File: config.mk
export PLATFORM = sky130hd
export DESIGN_NAME = hstp_ctrl
export DESIGN_NICKNAME = d
export VERILOG_FILES = /design/src/hdl/hstp_pkg.sv /design/src/hdl/hstp_ctrl.sv
export SDC_FILE = /design/constraint.sdc
export NUM_CORES = 1
export LEC_CHECK = 0
export ABC_CLOCK_PERIOD_IN_PS = 2050
export BUFFER_PORTS_ARGS = -buffer_cell sky130_fd_sc_hd__buf_4
export CAP_MARGIN = 10
export CORE_MARGIN = 1.5
export CORE_UTILIZATION = 40
export DETAILED_ROUTE_END_ITERATION = 8
export PLACE_DENSITY = 0.78
export SYNTH_ARGS = -nofsm -noshare
export SYNTH_HDL_FRONTEND = slang
export SYNTH_SLANG_ARGS = --single-unit
File: constraint.sdc
create_clock -name clk_i -period 2.05 [get_ports clk_i]
set_clock_uncertainty 0.15 [all_clocks]
set_input_delay 0.205 -clock clk_i [delete_from_list [all_inputs] [get_ports clk_i]]
set_output_delay 0.205 -clock clk_i [all_outputs]
set_load 0.02 [all_outputs]
File: src/hdl/hstp_pkg.sv
// Package for the triangular-probe hash set: widths, codes and the
// command/status structs shared by controller, datapath and top level.
// No dependencies.
package hstp_pkg;

  // Table geometry: slot index width and the number of slots in the store
  localparam int ADDR_W      = 10;
  localparam int TABLE_DEPTH = 1 << ADDR_W;
  localparam int VAL_W       = 32;
  localparam int LOAD_W      = 10;
  localparam int LG_W        = 4;
  localparam int PROD_W      = 2 * ADDR_W + 1;

  // Size register bounds and reset value
  localparam logic [LG_W-1:0] LG_MIN   = LG_W'(4);
  localparam logic [LG_W-1:0] LG_MAX   = LG_W'(ADDR_W);
  localparam logic [LG_W-1:0] LG_RESET = LG_W'(4);

  // Request codes
  typedef enum logic [1:0] {
    REQ_INSERT = 2'd0,
    REQ_DIRECT = 2'd1,
    REQ_READ   = 2'd2,
    REQ_CLEAR  = 2'd3
  } req_e;

  // Result status codes
  typedef enum logic [1:0] {
    STAT_DONE     = 2'd0,
    STAT_PRESENT  = 2'd1,
    STAT_FULL     = 2'd2,
    STAT_OCCUPIED = 2'd3
  } stat_e;

  // Which kind of result the datapath should build
  typedef enum logic [2:0] {
    RES_DONE     = 3'd0,
    RES_PRESENT  = 3'd1,
    RES_FULL     = 3'd2,
    RES_OCCUPIED = 3'd3,
    RES_READ     = 3'd4,
    RES_CLEAR    = 3'd5
  } res_e;

  // Controller states
  typedef enum logic [2:0] {
    ST_INIT,
    ST_IDLE,
    ST_DECODE,
    ST_SLOT,
    ST_RD,
    ST_EVAL,
    ST_CLEAR,
    ST_DONE
  } state_e;

  // Controller to datapath
  typedef struct packed {
    logic capture;
    logic calc_tri;
    logic set_slot;
    logic mem_rd;
    logic mem_wr;
    logic step;
    logic clr_wr;
    logic load_clr;
    logic out_load;
    res_e kind;
  } ctl_cmd_t;

  // Datapath to controller
  typedef struct packed {
    req_e              req;
    logic              bad;
    logic              empty;
    logic              match;
    logic              probes_done;
    logic              clr_last;
    logic              out_busy;
    logic [LOAD_W-1:0] load;
  } dp_stat_t;

endpackage

File: src/hdl/hstp_ctrl.sv
// Controller state machine for the hash set: sequences decode, probing,
// clearing sweeps and result hand-off. Depends on hstp_pkg.
module hstp_ctrl (
  input  logic              clk_i,
  input  logic              rst_ni,
  input  logic              in_valid_i,
  output logic              in_ready_o,
  input  hstp_pkg::dp_stat_t stat_i,
  output hstp_pkg::ctl_cmd_t cmd_o
);
  import hstp_pkg::*;

  state_e state_q, state_d;
  res_e   kind_q, kind_d;
  logic   is_write;

  assign is_write = (stat_i.req == REQ_INSERT) || (stat_i.req == REQ_DIRECT);

  // State and result kind registers
  always_ff @(posedge clk_i or negedge rst_ni) begin
    if (!rst_ni) begin
      state_q <= ST_INIT;
      kind_q  <= RES_DONE;
    end else begin
      state_q <= state_d;
      kind_q  <= kind_d;
    end
  end

  // Next state
  always_comb begin
    state_d = state_q;
    kind_d  = kind_q;
    case (state_q)
      ST_INIT: begin
        if (stat_i.clr_last) state_d = ST_IDLE;
      end
      ST_IDLE: begin
        if (in_valid_i) state_d = ST_DECODE;
      end
      ST_DECODE: begin
        if (stat_i.req == REQ_CLEAR) begin
          state_d = ST_CLEAR;
        end else if (is_write && stat_i.bad) begin
          kind_d  = RES_FULL;
          state_d = ST_DONE;
        end else begin
          state_d = ST_SLOT;
        end
      end
      ST_SLOT: state_d = ST_RD;
      ST_RD:   state_d = ST_EVAL;
      ST_EVAL: begin
        state_d = ST_DONE;
        case (stat_i.req)
          REQ_READ:   kind_d = RES_READ;
          REQ_DIRECT: kind_d = stat_i.empty ? RES_DONE : RES_OCCUPIED;
          REQ_INSERT: begin
            if (stat_i.empty) begin
              kind_d = RES_DONE;
            end else if (stat_i.match) begin
              kind_d = RES_PRESENT;
            end else if (stat_i.probes_done) begin
              kind_d = RES_FULL;
            end else begin
              state_d = ST_RD;
            end
          end
          default: kind_d = RES_CLEAR;
        endcase
      end
      ST_CLEAR: begin
        if (stat_i.clr_last) begin
          kind_d  = RES_CLEAR;
          state_d = ST_DONE;
        end
      end
      ST_DONE: begin
        if (!stat_i.out_busy) state_d = ST_IDLE;
      end
      default: state_d = ST_INIT;
    endcase
  end

  // Command outputs
  always_comb begin
    cmd_o      = '0;
    cmd_o.kind = kind_q;
    in_ready_o = 1'b0;
    case (state_q)
      ST_INIT: cmd_o.clr_wr = 1'b1;
      ST_IDLE: begin
        in_ready_o    = 1'b1;
        cmd_o.capture = in_valid_i;
      end
      ST_DECODE: begin
        if (stat_i.req == REQ_CLEAR) begin
          cmd_o.load_clr = 1'b1;
        end else if (!(is_write && stat_i.bad)) begin
          cmd_o.calc_tri = 1'b1;
        end
      end
      ST_SLOT: cmd_o.set_slot = 1'b1;
      ST_RD:   cmd_o.mem_rd = 1'b1;
      ST_EVAL: begin
        if (is_write && stat_i.empty) begin
          cmd_o.mem_wr = 1'b1;
        end else if (stat_i.req == REQ_INSERT && !stat_i.match && !stat_i.probes_done) begin
          cmd_o.step = 1'b1;
        end
      end
      ST_CLEAR: cmd_o.clr_wr = 1'b1;
      ST_DONE:  cmd_o.out_load = !stat_i.out_busy;
      default: ;
    endcase
  end

endmodule

==> impl_metrics.yaml <==
placement:
  gp_congestion: 0.782
  io_buffers: 23
  hpwl_um: 903
clock_tree:
  clock_latency_ns: 0.24
  root_buffer: "clkbuf_4"
  clockBufferDepth: 2
  clock-sinks: 6
  cts_buffers: 3
  cts_tree: "built"
  postCtsResizedCells: 0
  h-tree-depth: 1
  path_clk_slew_ns: 0.04
power_and_ir_drop:
  power.leakage_nw: 0.335
  cellPowerDensity_nw_per_um2: 1340
  irDropWorstVdd_v: 0.000745
worst_setup_path:
  critPathCaptureType: "primary output"
  slowest_delay_ns: 0.59
  path_cells: "nand3b_1, nor3_4, buf_4"
  crit_family: "flip-flops"
  cp_max_fo: 16
  critPathKind: "reg2out"
  path_buf_inv: 1
  cp_slowest_cell: "dfrtp_1"
  arrival_ns: 1.59
  cp-start-kind: "flop"
  crit_required_ns: 1.69
timing:
  tightestPinTransition_ns: 0.419
  whs_ns: 0.160
  fin_setup_tns_ns: 0
  timing.fmax_mhz: 513
  final_hold_viol_count: 0
  drv_slew: 0
  rsz0062_at_grt: "no"
  slew_headroom_pct: 72.1
  min_period_over_period_pct: 95.1
  post-route-min-period_ns: 1.95
  setup_viol: 0
worst_hold_path:
  min_path_type: "in2async"
final_layout:
  fin_nets: 109
  syn_to_final_growth_pct: 36.8
  drive_gt1_share_pct: 37.2
  diodes: 0
routing:
  vias: 528
  vias_per_cell: 5.28
  route.detailed.drc: 0
  firstDrtPassIters: 4
  routed_wl_um: 1170
  wl_per_cell_um: 11.7
  drtIter0Drc: 6
  drtAntennaViolNets: 0
floorplanning:
  core_um2: 1160
  fp.dieW_um: 39.2
  rows: 12
  die_h_um: 39.2
  start_util_pct: 45.2
  io_pins: 34
  die_area_um2: 1530
global_route:
  grt_overflow: 0
  grt_max_degree: 17
  grt_usage_pct: 17.2
  grt_first_pass_wirelength_um: 1800
  grt_pass1_vias: 435
  grt_antenna_before_repair: 0
logic_synthesis:
  yosysUniqueCellTypes: 31
  avgSynthCellArea_um2: 8.30
  seq_area_frac_synth_pct: 28.7
  synth-seq-cells: 6
  syn_nets: 84
  ys.warnings.count: 0
  syn_area_um2: 523
  synth_top_area_share_pct: 28.7
  synth.area.top_cells: "dfrtp_1 (29%), nor3_1 (4.8%), buf_6 (4.3%)"
  synth_area_leader_cell: "dfrtp_1"
  syn_inst: 63
outcome:
  status: "finished clean"
job:
  drv_cap: 0
-- synthesized netlist by cell type, drive strengths merged --
master  instances
nand4b          1
nor2            6
clkbuf          2
nand3           3
o32a            2
o211a           1
o21ai           3
nand2           2
or4             1
nand2b          3
and2            3
a31oi           2
o22a            1
nand3b          1
xor2            1
dfrtp           6
buf             3
o211ai          1
o21a            1
nor3            6
mux2            1
o21bai          1
a21oi           4
inv             3
and3            1
xnor2           1
nor3b           3
-- final timing paths --
check | end | depth (start not counted) | startpoint | slack, ns
worst max-delay path | cmd_o[6] | 3 | state_q[2] | 0.10
worst min-delay path | kind_q[2] | 2 | rst_ni | 0.16
worst min register to register | kind_q[1] | 1 | kind_q[1] | 0.36
worst max register to register | kind_q[0] | 4 | state_q[2] | 0.29
min in group clk_i | state_q[2] | 4 | stat_i[10] | 0.20
max in group asynchronous | state_q[1] | 2 | rst_ni | 1.48
-- cell usage in the layout, fill, tap and decap left out, drive strengths merged --
cell type and count:
buf 24, dfrtp 6, nor3 6, nor2 6
a21oi 4, inv 3, nor3b 3, nand2b 3
nand3 3, and2 3, o21ai 3, clkbuf 3
nand2 2, a31oi 2, o32a 2, nand3b 1
or4 1, xor2 1, nand4b 1, o211ai 1
and3 1, o22a 1, o21bai 1, o211a 1
o21a 1, xnor2 1, mux2 1, dlygate4sd3 1
-- flip-flops by register name (all words and copies together), names as in the netlist --
register	cells
kind_q	3
state_q	3
-- cell type report --
type                            instances  area (µm²)
Fill cell                             111         440
Multi-Input combinational cell         49         324
Timing Repair Buffer                   25         190
Sequential cell                         6         150
Clock buffer                            3        22.5
Tap cell                               14        17.5
Inverter                                3        11.3
-- where the power goes --
| part | leakage [nW] | switching, mW | total, mW | internal, mW |
|---|---|---|---|---|
| Sequential | 0.0655 | 0.0943 | 0.270 | 0.176 |
| Clock | 0.0138 | 0.0373 | 0.103 | 0.0658 |
| Combinational | 0.256 | 0.304 | 0.586 | 0.282 |
-- metrics by stage --
| stage | util [%] | cells | area [µm²] | total power [mW] | setup WS [ns] |
|---|---|---|---|---|---|
| after floorplan | - | 63 | 523 | 0.682 | 0.202 |
| after global placement | 59.1 | 96 | 683 | 0.844 | 0.296 |
| after detailed placement | 59.1 | 96 | 683 | 0.855 | 0.294 |
| after CTS | 61.9 | 100 | 716 | 0.970 | 0.0787 |
| after global routing | 61.9 | 100 | 716 | 1.03 | 0.0302 |
| final | 61.9 | 100 | 716 | 0.959 | 0.101 |
-- cells by family after synthesis --
kind of cell | share of synthesized area [%]
DFF | 28.7
AOI/OAI and AO/OA | 21.5
muxes | 2.15
and+or+nand+nor | 34.9
buffers and inverters | 9.33
xor gates and xnor gates | 3.35
-- timing repair --
| item | in CTS | in global routing |
|---|---|---|
| hold endpoints to repair | 6 | 0 |
| buffers inserted | 0 | 0 |
| hold buffers | 1 | 0 |
-- per-layer routing --
| layer | global-route usage, % | up-vias | part of all wire (%) |
|---|---|---|---|
| met3 | 0 | 2 | 5.4 |
| met1 | 25.4 | 234 | 49 |
| met4 | 10.3 | 0 | 1.4 |
| li1 | - | 274 | - |
| met5 | 0 | - | 0 |
| met2 | 25.0 | 18 | 44 |
-- worst reg2reg max path, stage by stage, from the launching register on --
cell and delay (ns):
dfrtp_1 0.52, nor3b_1 0.26, o211ai_1 0.14, and2_1 0.23
o32a_1 0.35
No activity file was read; power rests on OpenSTA's default activity.
